--- src/hw/rtl/crc16fd_pkg.sv ---
// crc16fd_pkg: shared types, register codes, reset values and the crc-16 byte update
// for the framed packet receiver. No dependencies; used by every rtl file of the block.

package crc16fd_pkg;

  localparam int CFG_IDX_W  = 3;
  localparam int CFG_DATA_W = 16;

  localparam logic [7:0]  HEADER_BYTE_RST = 8'hAA;
  localparam logic [7:0]  END_BYTE_RST    = 8'h55;
  localparam logic [15:0] CRC_PRESET_RST  = 16'hFFFF;
  localparam logic [7:0]  TWO_CMD_RST     = 8'h01;
  localparam logic [7:0]  THREE_CMD_RST   = 8'h02;
  localparam logic [15:0] CRC_POLY        = 16'h8005;

  localparam int PAYLOAD_DEPTH = 3;

  typedef enum logic [CFG_IDX_W-1:0] {
    CFG_HEADER_BYTE    = 3'd0,
    CFG_END_BYTE       = 3'd1,
    CFG_CRC_PRESET     = 3'd2,
    CFG_TWO_BYTE_CMD   = 3'd3,
    CFG_THREE_BYTE_CMD = 3'd4
  } cfg_idx_t;

  typedef enum logic [2:0] {
    PH_HUNT   = 3'd0,
    PH_ADDR   = 3'd1,
    PH_CMD    = 3'd2,
    PH_DATA   = 3'd3,
    PH_CRC_HI = 3'd4,
    PH_CRC_LO = 3'd5,
    PH_END    = 3'd6
  } phase_t;

  typedef enum logic [1:0] {
    ST_OK      = 2'd0,
    ST_CRC_ERR = 2'd1,
    ST_BAD_END = 2'd2
  } status_t;

  typedef struct packed {
    logic [7:0]  header_byte;
    logic [7:0]  end_byte;
    logic [15:0] crc_preset;
    logic [7:0]  two_cmd;
    logic [7:0]  three_cmd;
  } cfg_t;

  typedef struct packed {
    logic [7:0] address;
    logic [7:0] command;
    logic [7:0] pay0;
    logic [7:0] pay1;
    logic [7:0] pay2;
    logic [1:0] count;
    status_t    status;
  } res_t;

  // one byte into the crc, msb first
  function automatic logic [15:0] crc_byte(input logic [15:0] crc, input logic [7:0] b);
    logic [15:0] c;
    c = crc ^ {b, 8'h00};
    for (int k = 0; k < 8; k++) begin
      if (c[15]) begin
        c = {c[14:0], 1'b0} ^ CRC_POLY;
      end else begin
        c = {c[14:0], 1'b0};
      end
    end
    return c;
  endfunction

endpackage

--- src/hw/rtl/crc16_frame_deframer.sv ---
// crc16_frame_deframer: top level of the framed packet receiver with crc-16 check.
// Depends on crc16fd_pkg, crc16fd_parser and crc16fd_out_q.
//
//   channel | ports                                   | direction | moves
//   --------+-----------------------------------------+-----------+-----------------------
//   in      | in_valid, in_stall, in_rx_byte          | sink      | one received byte
//   out     | out_valid, out_stall, out_frame_*,      | source    | one completed frame
//           | out_payload_*, out_frame_status         |           |
//   cfg     | cfg_wr_en, cfg_index, cfg_wdata         | sink      | register write
//
// one byte per cycle while in_stall is low; each byte is handled in the cycle it is accepted
// a frame result enters the output register in the cycle after its end byte is accepted
// when that register is free; under a stalled out side it waits in the skid entry
// rst_n is synchronous; it clears the parser to hunting and loads register defaults
// in_stall rises only when both result entries are full under a stalled out side

module crc16_frame_deframer (
  input  logic                                 clk,
  input  logic                                 rst_n,
  input  logic                                 in_valid,
  output logic                                 in_stall,
  input  logic [7:0]                           in_rx_byte,
  output logic                                 out_valid,
  input  logic                                 out_stall,
  output logic [7:0]                           out_frame_address,
  output logic [7:0]                           out_frame_command,
  output logic [7:0]                           out_payload_first,
  output logic [7:0]                           out_payload_second,
  output logic [7:0]                           out_payload_third,
  output logic [1:0]                           out_payload_count,
  output logic [1:0]                           out_frame_status,
  input  logic                                 cfg_wr_en,
  input  logic [crc16fd_pkg::CFG_IDX_W-1:0]    cfg_index,
  input  logic [crc16fd_pkg::CFG_DATA_W-1:0]   cfg_wdata
);

  crc16fd_pkg::cfg_t cfg_r, cfg_nxt;
  crc16fd_pkg::res_t res;
  crc16fd_pkg::res_t head;
  logic              res_vld;
  logic              q_full;
  logic              in_acc;

  always_comb begin
    cfg_nxt = cfg_r;
    if (cfg_wr_en) begin
      unique case (cfg_index)
        crc16fd_pkg::CFG_HEADER_BYTE:    cfg_nxt.header_byte = cfg_wdata[7:0];
        crc16fd_pkg::CFG_END_BYTE:       cfg_nxt.end_byte    = cfg_wdata[7:0];
        crc16fd_pkg::CFG_CRC_PRESET:     cfg_nxt.crc_preset  = cfg_wdata;
        crc16fd_pkg::CFG_TWO_BYTE_CMD:   cfg_nxt.two_cmd     = cfg_wdata[7:0];
        crc16fd_pkg::CFG_THREE_BYTE_CMD: cfg_nxt.three_cmd   = cfg_wdata[7:0];
        default: ;
      endcase
    end
  end

  always_ff @(posedge clk) begin
    if (!rst_n) begin
      cfg_r.header_byte <= crc16fd_pkg::HEADER_BYTE_RST;
      cfg_r.end_byte    <= crc16fd_pkg::END_BYTE_RST;
      cfg_r.crc_preset  <= crc16fd_pkg::CRC_PRESET_RST;
      cfg_r.two_cmd     <= crc16fd_pkg::TWO_CMD_RST;
      cfg_r.three_cmd   <= crc16fd_pkg::THREE_CMD_RST;
    end else begin
      cfg_r <= cfg_nxt;
    end
  end

  assign in_stall = q_full;
  assign in_acc   = in_valid && !q_full;

  crc16fd_parser u_parser (
    .clk     (clk),
    .rst_n   (rst_n),
    .acc     (in_acc),
    .rx_byte (in_rx_byte),
    .cfg     (cfg_r),
    .res_vld (res_vld),
    .res     (res)
  );

  crc16fd_out_q u_out_q (
    .clk       (clk),
    .rst_n     (rst_n),
    .res_vld   (res_vld),
    .res       (res),
    .out_stall (out_stall),
    .head_vld  (out_valid),
    .head      (head),
    .full      (q_full)
  );

  assign out_frame_address  = head.address;
  assign out_frame_command  = head.command;
  assign out_payload_first  = head.pay0;
  assign out_payload_second = head.pay1;
  assign out_payload_third  = head.pay2;
  assign out_payload_count  = head.count;
  assign out_frame_status   = head.status;

  a_no_result_from_idle: assert property (@(posedge clk) disable iff (!rst_n)
    (!in_acc) |-> !res_vld)
    else $error("frame result without an accepted request");

  a_status_legal: assert property (@(posedge clk) disable iff (!rst_n)
    out_valid |-> (out_frame_status == crc16fd_pkg::ST_OK ||
                   out_frame_status == crc16fd_pkg::ST_CRC_ERR ||
                   out_frame_status == crc16fd_pkg::ST_BAD_END) &&
                  (out_payload_count != 2'd1))
    else $error("result with impossible status or data count");

endmodule

--- src/hw/rtl/crc16fd_parser.sv ---
// crc16fd_parser: frame parse state machine, running crc and held frame fields.
// Depends on crc16fd_pkg; one accepted byte per cycle, at most one result per byte.

module crc16fd_parser (
  input  logic                clk,
  input  logic                rst_n,
  input  logic                acc,
  input  logic [7:0]          rx_byte,
  input  crc16fd_pkg::cfg_t   cfg,
  output logic                res_vld,
  output crc16fd_pkg::res_t   res
);

  crc16fd_pkg::phase_t phase_r, phase_nxt;
  logic [1:0]  pidx_r, pidx_nxt;
  logic [1:0]  exp_cnt_r, exp_cnt_nxt;
  logic [15:0] crc_r, crc_nxt;
  logic [7:0]  addr_r, addr_nxt;
  logic [7:0]  cmd_r, cmd_nxt;
  logic [7:0]  pay_r   [crc16fd_pkg::PAYLOAD_DEPTH];
  logic [7:0]  pay_nxt [crc16fd_pkg::PAYLOAD_DEPTH];
  logic [15:0] rcrc_r, rcrc_nxt;

  logic        hdr_hit;
  logic [1:0]  cmd_cnt;
  logic [1:0]  pidx_inc;
  logic [1:0]  widx;
  logic [15:0] crc_src;
  logic [15:0] crc_upd;

  assign hdr_hit  = (rx_byte == cfg.header_byte);
  assign cmd_cnt  = (rx_byte == cfg.two_cmd)   ? 2'd2 :
                    (rx_byte == cfg.three_cmd) ? 2'd3 : 2'd0;
  assign pidx_inc = pidx_r + 2'd1;
  assign widx     = (pidx_r == 2'd3) ? 2'd0 : pidx_r;
  // the preset enters the crc on the header byte
  assign crc_src  = (phase_r == crc16fd_pkg::PH_HUNT) ? cfg.crc_preset : crc_r;
  assign crc_upd  = crc16fd_pkg::crc_byte(crc_src, rx_byte);

  // next state
  always_comb begin
    phase_nxt = phase_r;
    if (acc) begin
      unique case (phase_r)
        crc16fd_pkg::PH_HUNT:   phase_nxt = hdr_hit ? crc16fd_pkg::PH_ADDR : crc16fd_pkg::PH_HUNT;
        crc16fd_pkg::PH_ADDR:   phase_nxt = crc16fd_pkg::PH_CMD;
        crc16fd_pkg::PH_CMD:    phase_nxt = (cmd_cnt != 2'd0) ? crc16fd_pkg::PH_DATA
                                                              : crc16fd_pkg::PH_CRC_HI;
        crc16fd_pkg::PH_DATA:   phase_nxt = (pidx_inc >= exp_cnt_r) ? crc16fd_pkg::PH_CRC_HI
                                                                    : crc16fd_pkg::PH_DATA;
        crc16fd_pkg::PH_CRC_HI: phase_nxt = crc16fd_pkg::PH_CRC_LO;
        crc16fd_pkg::PH_CRC_LO: phase_nxt = crc16fd_pkg::PH_END;
        crc16fd_pkg::PH_END:    phase_nxt = crc16fd_pkg::PH_HUNT;
        default:                phase_nxt = crc16fd_pkg::PH_HUNT;
      endcase
    end
  end

  // held fields and crc
  always_comb begin
    pidx_nxt    = pidx_r;
    exp_cnt_nxt = exp_cnt_r;
    crc_nxt     = crc_r;
    addr_nxt    = addr_r;
    cmd_nxt     = cmd_r;
    pay_nxt     = pay_r;
    rcrc_nxt    = rcrc_r;
    if (acc) begin
      unique case (phase_r)
        crc16fd_pkg::PH_HUNT: begin
          if (hdr_hit) begin
            crc_nxt  = crc_upd;
            pidx_nxt = 2'd0;
          end
        end
        crc16fd_pkg::PH_ADDR: begin
          addr_nxt = rx_byte;
          crc_nxt  = crc_upd;
        end
        crc16fd_pkg::PH_CMD: begin
          cmd_nxt     = rx_byte;
          crc_nxt     = crc_upd;
          exp_cnt_nxt = cmd_cnt;
          pidx_nxt    = 2'd0;
        end
        crc16fd_pkg::PH_DATA: begin
          pay_nxt[widx] = rx_byte;
          crc_nxt       = crc_upd;
          pidx_nxt      = pidx_inc;
        end
        crc16fd_pkg::PH_CRC_HI: rcrc_nxt = {rx_byte, 8'h00};
        crc16fd_pkg::PH_CRC_LO: rcrc_nxt = {rcrc_r[15:8], rx_byte};
        default: ;
      endcase
    end
  end

  // outputs
  always_comb begin
    res_vld     = acc && (phase_r == crc16fd_pkg::PH_END);
    res.address = addr_r;
    res.command = cmd_r;
    res.pay0    = (exp_cnt_r > 2'd0) ? pay_r[0] : 8'h00;
    res.pay1    = (exp_cnt_r > 2'd1) ? pay_r[1] : 8'h00;
    res.pay2    = (exp_cnt_r > 2'd2) ? pay_r[2] : 8'h00;
    res.count   = exp_cnt_r;
    if (rx_byte != cfg.end_byte) begin
      res.status = crc16fd_pkg::ST_BAD_END;
    end else if (crc_r != rcrc_r) begin
      res.status = crc16fd_pkg::ST_CRC_ERR;
    end else begin
      res.status = crc16fd_pkg::ST_OK;
    end
  end

  always_ff @(posedge clk) begin
    if (!rst_n) begin
      phase_r   <= crc16fd_pkg::PH_HUNT;
      pidx_r    <= 2'd0;
      exp_cnt_r <= 2'd0;
      crc_r     <= crc16fd_pkg::CRC_PRESET_RST;
    end else begin
      phase_r   <= phase_nxt;
      pidx_r    <= pidx_nxt;
      exp_cnt_r <= exp_cnt_nxt;
      crc_r     <= crc_nxt;
    end
  end

  always_ff @(posedge clk) begin
    addr_r <= addr_nxt;
    cmd_r  <= cmd_nxt;
    pay_r  <= pay_nxt;
    rcrc_r <= rcrc_nxt;
  end

  a_data_has_len: assert property (@(posedge clk) disable iff (!rst_n)
    (phase_r == crc16fd_pkg::PH_DATA) |-> (exp_cnt_r != 2'd0 && pidx_r < exp_cnt_r))
    else $error("data phase without a pending data byte");

  a_end_to_hunt: assert property (@(posedge clk) disable iff (!rst_n)
    (acc && phase_r == crc16fd_pkg::PH_END) |=> (phase_r == crc16fd_pkg::PH_HUNT))
    else $error("parser did not return to hunting after a frame");

  a_cmd_len: assert property (@(posedge clk) disable iff (!rst_n)
    (acc && phase_r == crc16fd_pkg::PH_CMD) |=>
      (exp_cnt_r == 2'd0 || exp_cnt_r == 2'd2 || exp_cnt_r == 2'd3))
    else $error("illegal data length after command byte");

endmodule

--- src/hw/rtl/crc16fd_out_q.sv ---
// crc16fd_out_q: two-entry result buffer (output register plus skid entry).
// Depends on crc16fd_pkg; lets the parser keep taking bytes while a result waits.

module crc16fd_out_q (
  input  logic                clk,
  input  logic                rst_n,
  input  logic                res_vld,
  input  crc16fd_pkg::res_t   res,
  input  logic                out_stall,
  output logic                head_vld,
  output crc16fd_pkg::res_t   head,
  output logic                full
);

  logic              head_vld_r, head_vld_nxt;
  logic              skid_vld_r, skid_vld_nxt;
  crc16fd_pkg::res_t head_r, head_nxt;
  crc16fd_pkg::res_t skid_r, skid_nxt;
  logic              out_take;

  assign out_take = head_vld_r && !out_stall;

  always_comb begin
    head_vld_nxt = head_vld_r;
    skid_vld_nxt = skid_vld_r;
    head_nxt     = head_r;
    skid_nxt     = skid_r;
    if (!head_vld_r || out_take) begin
      if (skid_vld_r) begin
        head_vld_nxt = 1'b1;
        head_nxt     = skid_r;
        skid_vld_nxt = res_vld;
        skid_nxt     = res;
      end else begin
        head_vld_nxt = res_vld;
        head_nxt     = res;
      end
    end else if (res_vld) begin
      skid_vld_nxt = 1'b1;
      skid_nxt     = res;
    end
  end

  always_ff @(posedge clk) begin
    if (!rst_n) begin
      head_vld_r <= 1'b0;
      skid_vld_r <= 1'b0;
    end else begin
      head_vld_r <= head_vld_nxt;
      skid_vld_r <= skid_vld_nxt;
    end
  end

  always_ff @(posedge clk) begin
    head_r <= head_nxt;
    skid_r <= skid_nxt;
  end

  assign head_vld = head_vld_r;
  assign head     = head_r;
  assign full     = skid_vld_r;

  a_skid_behind_head: assert property (@(posedge clk) disable iff (!rst_n)
    skid_vld_r |-> head_vld_r)
    else $error("skid entry holds a result while the output register is empty");

  a_no_overrun: assert property (@(posedge clk) disable iff (!rst_n)
    (skid_vld_r && !out_take) |-> !res_vld)
    else $error("result arrived with both entries full");

  a_park_in_skid: assert property (@(posedge clk) disable iff (!rst_n)
    (head_vld_r && !out_take && res_vld) |=> (skid_vld_r && head_vld_r))
    else $error("result lost while output register was stalled");

endmodule

--- config.mk ---
export PLATFORM = sky130hd
export DESIGN_NAME = crc16_frame_deframer
export DESIGN_NICKNAME = d
export VERILOG_FILES = /design/src/hw/rtl/crc16fd_pkg.sv /design/src/hw/rtl/crc16_frame_deframer.sv /design/src/hw/rtl/crc16fd_parser.sv /design/src/hw/rtl/crc16fd_out_q.sv
export SDC_FILE = /design/constraint.sdc
export NUM_CORES = 1
export LEC_CHECK = 0
export BUFFER_PORTS_ARGS = -buffer_cell sky130_fd_sc_hd__buf_2
export CELL_PAD_IN_SITES_DETAIL_PLACEMENT = 1
export CELL_PAD_IN_SITES_GLOBAL_PLACEMENT = 1
export CORE_MARGIN = 8
export CORE_UTILIZATION = 40
export CTS_BUF_LIST = sky130_fd_sc_hd__clkbuf_8
export DETAILED_ROUTE_END_ITERATION = 8
export PLACE_DENSITY_LB_ADDON = 0.1
export SYNTH_ARGS = -nofsm -noshare
export SYNTH_HDL_FRONTEND = slang
export SYNTH_SLANG_ARGS = --single-unit
--- constraint.sdc ---
create_clock -name clk -period 2.6 [get_ports clk]
set_input_delay 0.13 -clock clk [delete_from_list [all_inputs] [get_ports clk]]
set_output_delay 0.13 -clock clk [all_outputs]
set_load 0.005 [all_outputs]
### Yosys cells after proc, flatten, opt, wreduce, memory -nomap -nowiden

Index checks and enable logic that the tools add are counted.

| operators by class | value |
|---|---|
| order comparisons | 6 |
| mux-type cells | 37 |
| bitwise operators | 11 |
| add/sub/neg operators | 1 |
| equality and inequality tests | 18 |
| reduce and logical (&&, ||, !) cells | 29 |

Operators by type and width:

| kind | number |
|---|---|
| $mux 44 | 4 |
| $mux 16 | 10 |
| $pmux 16 s2 | 2 |
| $mux 8 | 4 |
| $bwmux 24 | 1 |
| $eq 8x8->1 | 3 |
| $not 3->3 | 8 |
| $reduce_and 2->1 | 10 |
| $pmux 3 s6 | 1 |
| $demux 8 s2 | 1 |
| $ne 16x16->1 | 1 |
| $xor 16x16->16 | 1 |
| $eq 3x2->1 const B | 4 |
| $eq 3x3->1 const B | 4 |
| $mux 2 | 5 |
| $reduce_and 3->1 | 3 |
| $ne 8x8->1 | 1 |
| $reduce_bool 2->1 | 4 |
| $eq 3x1->1 const B | 2 |
| $logic_not 3->1 | 2 |
| $mux 1 | 6 |
| $mux 3 | 2 |
| $pmux 2 s3 | 1 |
| $gt 2x1->1 const B | 2 |
| 14 further kinds | 20 |

| storage, ports and cells | value |
|---|---|
| bits in registers | 217 |
| word-level logic and storage cells | 134 |
| output and inout bits | 46 |
| input port bits | 32 |

### Depth between registers and ports, before layout

Gate-level depths: netlist of the first run.

| depth | value |
|---|---|
| depth after elaboration | 21 |
| gate-level depth with buffers | 10 |

### By module

A second synthesis of the first run with hierarchy kept.

| unflattened totals | value |
|---|---|
| cells, all modules | 676 |
| area total of the unflattened synthesis | 9321.4 sq um |

By module, submodules not included:

| module | area each (sq um) | cells each | times used |
|---|---|---|---|
| crc16fd_parser | 3980.1 | 340 | 1 |
| crc16fd_out_q | 3375.7 | 147 | 1 |
| crc16_frame_deframer | 1965.6 | 189 | 1 |

### Worst setup path before layout of the first run

No wires, ideal clock.

| path | value |
|---|---|
| kind | register to register |
| start | register u_out_q.head_vld_r (netlist: u_out_q.head_vld) |
| end | register u_out_q.skid_r[0] (netlist bit), enable pin |
| stages on the path, launching flop included | 5 |
| slack | -0.297 ns |
| arrival time | 2.495 ns |
| required time | 2.198 ns |
| setup time | 0.402 ns |
| cells stage by stage | dfxtp_1 > nand2_1 > nor2_1 > nand4_1 > nand2_1 |

| on the way | value |
|---|---|
| longest elaborated chain between the ends | 4 |

Ends and longest elaborated chain:

| item | line | RTL |
|---|---|---|
| start: declaration | crc16fd_out_q.sv:15 | `logic head_vld_r, head_vld_nxt;` |
| start signal: assignment | crc16fd_out_q.sv:49 | `head_vld_r <= head_vld_nxt;` |
| $logic_not 1->1 / $logic_and 1x1->1 (equally long branches) | crc16fd_out_q.sv:28, crc16fd_out_q.sv:21 |  |
| $logic_or 1x1->1 * | crc16fd_out_q.sv:28 | `if (!head_vld_r \|\| out_take) begin` |
| $ne 2x1->1 (no source line) / $reduce_bool 2->1 (equally long branches) | - |  |
| $reduce_and 2->1 (no source line) * | - |  |
| end signal: assignment | crc16fd_out_q.sv:56 | `skid_r <= skid_nxt;` |
| end: declaration | crc16fd_out_q.sv:18 | `crc16fd_pkg::res_t skid_r, skid_nxt;` |

Mark *: on every way between the ends. The rest lies on a longest branch, timed or not.
A chain may end at the register's enable or synchronous reset.

### Final worst setup path of the first run

| path | value |
|---|---|
| start | register u_parser.phase_r[1] |
| end | register u_parser.crc_r[15] |

| on the way | value |
|---|---|
| longest elaborated chain between the ends | 14 |

Ends and longest elaborated chain:

| item | line | RTL |
|---|---|---|
| start: declaration | crc16fd_parser.sv:14 | `crc16fd_pkg::phase_t phase_r, phase_nxt;` |
| start signal: assignment | crc16fd_parser.sv:118 | `phase_r <= crc16fd_pkg::PH_HUNT;` |
| start signal: assignment | crc16fd_parser.sv:123 | `phase_r <= phase_nxt;` |
| $logic_not 3->1 | crc16fd_parser.sv:37, crc16fd_parser.sv:69 |  |
| $mux 16 | crc16fd_parser.sv:37 | `assign crc_src = (phase_r == crc16fd_pkg::PH_HUNT) ? cfg.crc_preset : crc_r;` |
| $xor 16x16->16 | crc16fd_pkg.sv:63 | `c = crc ^ {b, 8'h00};` |
| $mux 16 / $not 3->3 (equally long branches) (7 in a row) | - |  |
| $not 3->3 (no source line) / $mux 16 (equally long branches) | - |  |
| $mux 16 | crc16fd_pkg.sv:65 | `if (c[15]) begin` |
| $mux 16 | crc16fd_parser.sv:71 | `if (hdr_hit) begin` |
| $pmux 16 s2 | crc16fd_parser.sv:69 | `unique case (phase_r)` |
| end signal: assignment | crc16fd_parser.sv:121 | `crc_r <= crc16fd_pkg::CRC_PRESET_RST;` |
| end signal: assignment | crc16fd_parser.sv:126 | `crc_r <= crc_nxt;` |
| end: declaration | crc16fd_parser.sv:17 | `logic [15:0] crc_r, crc_nxt;` |

Parallel ways exist; a longest one is shown, timed or not. The select of a mux whose other input is x is not followed.

==> impl_metrics.toml, run 1 <==
[cells_and_area]
drive_gt1_frac = 0.252
multiInputGateArea_um2 = 2990
n_antenna_cell = 0
fin_nets = 865
fin_cells = 1136
seqCellArea_um2 = 5790
design_area_um2 = 10600
syn_to_final_growth_pct = 19.6
fillers = 2276

[die]
die_area_um2 = 27300
die_w_um = 165
rows = 54
core_um2 = 21800
io_pins = 78
die_y_um = 165
start_util = 0.408

[synth]
synth_mux_area_frac = 0.0739
ys_top_cells_by_area = "edfxtp_1, dfxtp_1, mux2_2"
synthXorXnorAreaFrac = 0.0739
synth_top_area_cell = "edfxtp_1"
synth_area_um2 = 8900
syn_nets = 744
synth_seq_cells = 217
syn_avg_cell_area_um2 = 12.6
synth_top_family_by_area = "simple AND/OR/NAND/NOR gates"
synthArstFlopShare = 0
synth-simple-area-share = 0.137
synthCells = 708
ys_seq_area_frac = 0.650
synth_common_cells = "edfxtp_1, nand2_1, dfxtp_1, xnor2_1, mux2_2"
synthFlopType = "edfxtp_1"
yosysTopAreaCellShare = 0.486
yosys_warnings = 0
yosysUniqueCellTypes = 44
synth.most_common_cell = "edfxtp_1"
synth_compound_area_frac = 0.0391
synth_edf_count = 144
synth_fa_ha_area_frac = 0.00562

[placed_design]
pre_cts_ws_ps = -28.3
post_dp_cell_area_um2 = 9660
hpwl_um = 14800
dpl.cell_count = 1046
io_buffers = 77
gp_congestion = 0.771

[power]
power_uw = 7430
power_density_nw_per_um2 = 698
vdd_drop_max_uv = 438
power.leakage_uw = 0.00425

[detailed_routing]
drt-initial-drc-count = 194
dr.pass1.iters = 5
route.detailed.drc = 0
vias = 5772
wl_per_cell_um = 19.4
viasPerCell = 5.08
ant_nets = 0
postRouteWirelength_um = 22000

[timing]
max-slew-margin-rel = 0.539
fin_worst_skew_ps = 15.2
finalHoldViolations = 0
slew_viol_final = 0
fmax_mhz = 383
setup_slack_ps = -10.6
layout_min_cycle_time_ps = 2610
rsz0062_at_grt = "true"
whs_ps = 45.9
worst_slew_pin_slew_ps = 689
setup_viol_count_final = 1
post-route-period-util = 1.00

[run_status]
violations = "setup timing"
status = "finished, violations left"

[grt]
antenna_found_initial = 0
grt_usage = 0.165
grt_max_degree = 44
grt_pass1_vias = 6171
grt_first_pass_wirelength_um = 34800
grt_overflow = 0

[clock_network]
clock_latency_ps = 510
cts-root-buf = "clkbuf_8"
cts_tree = "built"
numCtsBuffers = 38
clock_sinks = 217
clkTransAtPathRegs_ps = 60
clock_path_buffers = 3
cts.htree.levels = 2

[setup_path]
crit_fanout = 4
critPathCaptureType = "flop"
crit_type = "flop to flop"
worstPathRequired_ps = 3020
startpoint_type = "flop"
arrival_ps = 3030

[run]
maxCapViolCount = 0

[hold_path]
min_path_type = "input pin to flop"
==> where the power goes <==
part           switching (µW)  total [µW]  internal [µW]
Combinational             358         703            345
Clock                    1340        2910           1570
Sequential               73.4        3820           3740
==> state kept, by name, indices dropped and copies added (netlist names), 8 cells and up <==
register and cells:
u_out_q.head 44, u_parser.addr_r 8, u_out_q.skid_r 44, u_parser.cmd_r 8, cfg_r 48, u_parser.pay_r 24, u_parser.rcrc_r 16, u_parser.crc_r 16
==> cell type report <==
type / count / share of cell area
Sequential cell: 217 / 0.544
Multi-Input combinational cell: 446 / 0.281
Timing Repair Buffer: 121 / 0.0741
Clock buffer: 45 / 0.0582
Tap cell: 280 / 0.0329
Clock inverter: 22 / 0.00881
Inverter: 5 / 0.00176
==> timing repair <==
item,CTS,global route
pin swaps,6,2
hold endpoints to repair,50,0
setup buffers,5,0
endpoints found under the setup margin,1,2
hold buffers,18,0
resized for setup,7,4
==> logic make-up (layout without fill, tap and decap cells) <==
group           count (synthesis)  after routing
compound gates                 55             55
simple gates                  257            257
buf+inv                        45            193
mux                            60             60
xor+xnor                       70             70
fa+ha+maj                       4              4
flops                         217            217
==> layout by cell type (no fill, tap or decap), types with 4 or more instances in the layout <==
cell type and n:
or2_2 4, dlygate4sd3_1 18, nor2_1 15, xor2_1 17, nor3_1 7, buf_2 77, and2_1 28, ha_1 4
xnor2_2 4, and3_1 18, mux2i_1 15, a21oi_1 29, buf_4 23, xnor2_1 46, clkbuf_8 45, nand3_1 29
inv_1 24, nand4_1 9, mux2_2 42, nor2b_1 4, o211ai_1 12, nor4_1 6, nand2_1 124, nand2b_1 5
edfxtp_1 144, dfxtp_1 70
==> critical path, stage by stage (launching register included) <==
cell       delay [ps]
dfxtp_2           330
nor3_4            200
buf_6             170
mux2i_4           250
xnor2_2           140
xor3_1            450
xnor3_2           460
mux2_4            320
a2111oi_2         190
==> final timing paths <==
kind                                                        from                         endpoint  slack [ps]  cells after the start
worst min-delay path                                    in_valid    u_out_q.head_vld$_SDFFE_PN0P_          50                      3
worst min register to register       u_parser.cmd_r[4]$_DFFE_PP_     u_out_q.skid_r[32]$_DFFE_PP_         450                      0
worst max-delay path            u_parser.phase_r[1]$_SDFFE_PN0P_  u_parser.crc_r[15]$_SDFFE_PN1P_         -10                      8
worst max register to register  u_parser.phase_r[1]$_SDFFE_PN0P_  u_parser.crc_r[15]$_SDFFE_PN1P_         -10                      8
==> through the flow <==
stage	util	setup TNS, ps
finish	0.488	-10.6
global route	0.488	-125
CTS	0.487	-11.4
detailed placement	0.443	-28.3
global placement	0.443	0
floorplan	-	0
==> per-layer routing <==
layer,global-route usage,up-vias,routed length (µm)
met5,0,-,0
met4,0.0504,0,436
met3,0.0322,33,1190
met2,0.273,146,10400
met1,0.214,2840,9980
li1,-,2753,-
(Power assumes the default switching activity.)
==> run 2: changes to the inputs <==
- CORE_UTILIZATION: 40 -> 38
- TNS_END_PERCENT: not set -> 10
==> run 2 against run 1 <==
  * The flow still finishes with violations (setup timing)
  * Utilization down 2.7 points
  * Non-clock buffer count up 5
  * Flip-flop and latch count unchanged
  * Highest routed layer unchanged
  * Final area up 0.76%
  * Clock skew about the same
  * Count of clock-buffer cells in the layout down 6
  * Cell count up 3.7%
  * Via count down 1.7%
==> impl_metrics.toml, run 2 (synthesized netlist as in run 1, its figures left out) <==
[grt]
grt_max_degree = 50
grt_usage = 0.155
grt_first_pass_wirelength_um = 34600
antenna_found_initial = 0
grt_pass1_vias = 6081
grt_overflow = 0

[detailed_routing]
vias = 5671
wl_per_cell_um = 18.8
drt-initial-drc-count = 211
viasPerCell = 4.81
postRouteWirelength_um = 22100
ant_nets = 0
route.detailed.drc = 0
dr.pass1.iters = 4

[cells_and_area]
postLayoutCoreUtil = 0.461
largest_register_ffs = 48
final_cell_mix = "edfxtp_1, nand2_1, buf_2"
final_common_cell = "edfxtp_1"
fin_nets = 869
n_antenna_cell = 0
multiInputGateArea_um2 = 3060
fillers = 2479
seqCellArea_um2 = 5790
syn_to_final_growth_pct = 20.6
drive_gt1_frac = 0.255
regMostFlops = "cfg_r"
design_area_um2 = 10700

[setup_path]
critPathMaxStageDelay_ps = 480
worstPathCellList = "nor3_4 -> buf_6 -> mux2i_4 -> xnor2_2 -> xor3_1 -> xnor3_2 -> mux2_4 -> a2111oi_4"
crit_fanout = 7
critPathCaptureType = "flop"
reg2reg_depth = 8
startpoint_type = "flop"
worstPathRequired_ps = 3010
arrival_ps = 3050
crit_type = "flop to flop"
crit_path_top_delay_cell = "xnor3_2"
r2r_setup_slack_ps = -30
r2r_start = "u_parser.phase_r[1]$_SDFFE_PN0P_"
worstReg2RegEnd = "u_parser.crc_r[15]$_SDFFE_PN1P_"

[power]
vdd_drop_max_uv = 284
power.leakage_uw = 0.00426
power_density_nw_per_um2 = 675

[placed_design]
io_buffers = 77
post_dp_cell_area_um2 = 9710
pre_cts_ws_ps = -55.5
gp_congestion = 0.795
hpwl_um = 14700

[die]
core_um2 = 23300
die_w_um = 169
start_util = 0.383
die_area_um2 = 28600
rows = 56
die_y_um = 169
io_pins = 78

[timing]
rsz0062_at_grt = "true"
slew_viol_final = 0
post-route-period-util = 1.01
setup_viol_count_final = 1
layout_min_cycle_time_ps = 2630
worst_slew_pin_slew_ps = 725
fmax_mhz = 380
max-slew-margin-rel = 0.516
fin_worst_skew_ps = 15.0
whs_ps = 43.6
setup_slack_ps = -34.2
finalHoldViolations = 0

[clock_network]
clock_path_buffers = 3
clock_sinks = 217
clock_latency_ps = 520
numCtsBuffers = 37
clkTransAtPathRegs_ps = 50
cts_tree = "built"
cts-root-buf = "clkbuf_8"
cts.htree.levels = 2

[hold_path]
holdPathEnd = "u_out_q.head_vld$_SDFFE_PN0P_"
min_from = "in_valid"
hold_path_depth = 3
min_path_type = "input pin to flop"

[run_status]
status = "finished, violations left"
violations = "setup timing"

[run]
maxCapViolCount = 0
-- run 2: cell types whose count changed in the layout (fill, tap and decap cells not counted), sizes merged --
cell | before | now
clkbuf | 45 | 39
dlygate4sd3 | 18 | 19
buf | 103 | 107
clkinvlp | 0 | 2
inv | 26 | 28
-- run 2: repair_timing --
item	CTS	global route
hold buffers	19	0
hold endpoints to repair	48	0
setup endpoints to repair	1	1
buffers inserted	2	6
gates resized for setup	2	19
pin swaps	0	7
-- run 2: power breakdown --
group	switching, µW	internal (µW)
Sequential	77.8	3740
Combinational	369	373
Clock	1310	1380
Total	1750	5490
-- run 2: cell type report --
type	count	share of cell area
Sequential cell	217	0.540
Multi-Input combinational cell	446	0.285
Timing Repair Buffer	126	0.0761
Clock buffer	39	0.0500
Tap cell	319	0.0372
Clock inverter	26	0.00991
Inverter	5	0.00175
-- run 2: worst max-delay path: cells and delay by family (launching register included) --
kind	cells	cell delay, ps
XOR/XNOR	3	1070
flip-flops	1	330
multiplexers	2	570
AO/OA/AOI/OAI	1	200
AND/OR/NAND/NOR	1	190
buffers and inverters	1	160
-- run 2: worst max path at each step --
stage / slack [ps] / to / cells past startpoint / startpoint
2_1_floorplan: 100 / u_out_q.skid_r[0]$_DFFE_PP_ / 4 / u_out_q.head_vld$_SDFFE_PN0P_
3_3_place_gp: 40 / u_parser.crc_r[15]$_SDFFE_PN1P_ / 8 / u_parser.phase_r[2]$_SDFFE_PN0P_
3_5_place_dp: -60 / u_parser.crc_r[15]$_SDFFE_PN1P_ / 8 / u_parser.phase_r[2]$_SDFFE_PN0P_
4_1_cts: 10 / u_parser.crc_r[15]$_SDFFE_PN1P_ / 8 / u_parser.phase_r[2]$_SDFFE_PN0P_
5_1_grt: -140 / u_parser.crc_r[15]$_SDFFE_PN1P_ / 10 / u_parser.phase_r[1]$_SDFFE_PN0P_
6_report: -30 / u_parser.crc_r[15]$_SDFFE_PN1P_ / 8 / u_parser.phase_r[1]$_SDFFE_PN0P_
-- run 2: per-layer routing --
layer | routed length, µm | vias up | GRT usage
li1 | - | 2754 | -
met1 | 10200 | 2781 | 0.200
met2 | 10500 | 108 | 0.255
met3 | 1060 | 28 | 0.0373
met4 | 311 | 0 | 0.0439
met5 | 0 | - | 0
-- run 2: metrics by stage --
step | std cells | total power [µW] | setup TNS, ps
3_5_place_dp | 1086 | 4500 | -55.5
4_1_cts | 1172 | 7280 | 0
3_3_place_gp | 1086 | 4480 | 0
2_1_floorplan | 708 | 4280 | 0
5_1_grt | 1178 | 7570 | -197
6_report | 1178 | 7250 | -34.2
==> run 3: changes to the inputs <==
- SYNTH_HIERARCHICAL: not set -> 1
==> run 3 against run 2 <==
  * The flow now finishes without violations
  * Die area increased by 4.3%
  * Clock power is 17% higher
  * Fmax is 2.9% higher
  * First-iteration DRC count is 29% higher
  * Count of clock-buffer cells in the layout increased by 5
  * Register-to-register slack better by 70 ps
  * Combinational power fell by 18%
  * Final area up 3.9%
  * Synthesized area up 4.7%
  * Synthesized cell count decreased by 4.5%
  * Global-route usage is 1.1 points lower
  * Critical path depth grew 1
  * Largest cell class unchanged
  * Highest routed layer unchanged
==> impl_metrics.toml, run 3 <==
[synth]
synth_area_um2 = 9320
synth_edf_count = 144
synth.most_common_cell = "edfxtp_1"
synth_seq_cells = 217
ys_top_cells_by_area = "edfxtp_1, dfxtp_1, mux2i_1"
yosysTopAreaCellShare = 0.464
syn_nets = 712
synthFlopType = "edfxtp_1"
syn_avg_cell_area_um2 = 13.8
synthArstFlopShare = 0
ys_seq_area_frac = 0.621
yosys_warnings = 6
synth_top_area_cell = "edfxtp_1"
yosysUniqueCellTypes = 49
synth_common_cells = "edfxtp_1, dfxtp_1, mux2i_1, nand2_1, nor2b_1"
synthCells = 676

[placed_design]
pre_cts_ws_ps = 29.0
io_buffers = 77
hpwl_um = 14900
gp_congestion = 0.757

[hold_path]
min_from = "in_rx_byte[3]"
min_path_type = "input pin to flop"
hold_path_depth = 1

[setup_path]
critPathCaptureType = "flop"
arrival_ps = 2970
cp-startpoint = "u_parser/phase_r[0]$_SDFFE_PN0P_"
r2r_start = "u_parser/phase_r[0]$_SDFFE_PN0P_"
worstPathRequired_ps = 3010
reg2reg_depth = 9
crit_type = "flop to flop"
startpoint_type = "flop"
crit_fanout = 5

[clock_network]
cts-root-buf = "clkbuf_8"
clock_sinks = 217
clock_latency_ps = 530
numCtsBuffers = 38
cts_tree = "built"
clkTransAtPathRegs_ps = 60
cts.htree.levels = 2
clock_path_buffers = 3

[timing]
whs_ps = 43.7
finalHoldViolations = 0
slew_viol_final = 0
setup_viol_count_final = 0
fmax_mhz = 391
fin_setup_tns_ps = 0
worst_slew_pin_slew_ps = 771
layout_min_cycle_time_ps = 2560
setup_slack_ps = 40.0
rsz0062_at_grt = "true"
fin_worst_skew_ps = 22.1
max-slew-margin-rel = 0.483
post-route-period-util = 0.985

[die]
rows = 57
die_y_um = 173
core_um2 = 24200
die_w_um = 173
die_area_um2 = 29800
start_util = 0.386
io_pins = 78

[power]
vdd_drop_max_uv = 339
power.leakage_uw = 0.00456
power_density_nw_per_um2 = 674
power_uw = 7520

[cells_and_area]
drive_gt1_frac = 0.264
seqCellArea_um2 = 5790
n_antenna_cell = 0
regMostFlops = "cfg_r"
largest_register_ffs = 48
final_cell_mix = "edfxtp_1, buf_2, dfxtp_1"
multiInputGateArea_um2 = 3340
fillers = 2499
final_common_cell = "edfxtp_1"
fin_nets = 838
syn_to_final_growth_pct = 19.6

[detailed_routing]
dr.pass1.iters = 4
vias = 5589
ant_nets = 0
drt-initial-drc-count = 273
viasPerCell = 4.84
postRouteWirelength_um = 21600
wl_per_cell_um = 18.7
route.detailed.drc = 0

[grt]
antenna_found_initial = 0
grt_pass1_vias = 6120
grt_first_pass_wirelength_um = 34500
grt_usage = 0.144
grt_max_degree = 95
grt_overflow = 0

[run]
maxCapViolCount = 0

[run_status]
status = "finished, final reports clean"
-- run 3: changes by cell type after synthesis, sizes merged, moves of 3 or more --
| cell | delta |
|---|---|
| xor2 | +3 |
| mux2i | +49 |
| nand2 | -69 |
| nor3 | -4 |
| xnor2 | -3 |
| nor2 | -4 |
| clkbuf | -11 |
| buf | +11 |
| or2 | -4 |
| nand3 | -26 |
| and2 | -11 |
| o21ai | +3 |
| a21oi | -24 |
| nor2b | +48 |
-- run 3: worst paths after layout --
path / end / slack (ps)
worst max-delay path: u_parser/crc_r[15]$_SDFFE_PN1P_ / 40
worst min-delay path: u_parser/addr_r[3]$_DFFE_PP_ / 40
worst min register to register: u_out_q/skid_r[40]$_DFFE_PP_ / 450
worst max register to register: u_parser/crc_r[15]$_SDFFE_PN1P_ / 40
-- run 3: cells by family (layout without fill, tap and decap cells) --
family,Yosys count,after routing,share of synthesized area
compound gates,33,33,0.0246
simple gates,195,195,0.117
flops,217,217,0.621
buf+inv,46,201,0.0251
fa+ha+maj,4,4,0.00537
xor+xnor,70,70,0.0698
mux,111,111,0.137
-- run 3: layout make-up --
cell class              instances  area share
clock inverters                25      0.0144
well taps                     324      0.0364
repair buffers                126      0.0740
flip-flops and latches        217       0.519
clock buffers                  44      0.0543
inverters                       6     0.00202
multi-input cells             413       0.300
-- run 3: timing repair --
action	4_1_cts	5_1_grt
setup buffers	0	1
setup endpoints to repair	0	2
hold buffers	17	0
resized for setup	0	6
hold endpoints to repair	47	0
-- run 3: power by group --
part	leakage [µW]	switching, µW	internal, µW
clock network	0.000442	1380	1750
logic	0.00204	307	303
registers	0.00208	54.8	3720
-- run 3: stage by stage --
step	instances	utilization	area [µm²]
floorplan	676	-	9320
global placement	1067	0.421	10200
detailed placement	1067	0.421	10200
CTS	1153	0.459	11100
global route	1155	0.461	11100
finish	1155	0.461	11100
-- run 3: metal layers --
metal	vias up	track usage	routed length, µm	part of all wire
met5	-	0	0	0
met1	2762	0.186	10100	0.47
met3	33	0.0342	958	0.044
li1	2670	-	-	-
met2	124	0.236	10100	0.47
met4	0	0.0442	429	0.020
-- run 3: worst max-delay path: stages (launching register included) --
cell     delay [ps]
dfxtp_1         330
nor3_4          230
buf_6           170
buf_4           140
mux2i_2         250
xnor2_2         160
xor3_1          350
xor3_1          200
or4_1           470
and4_1          150
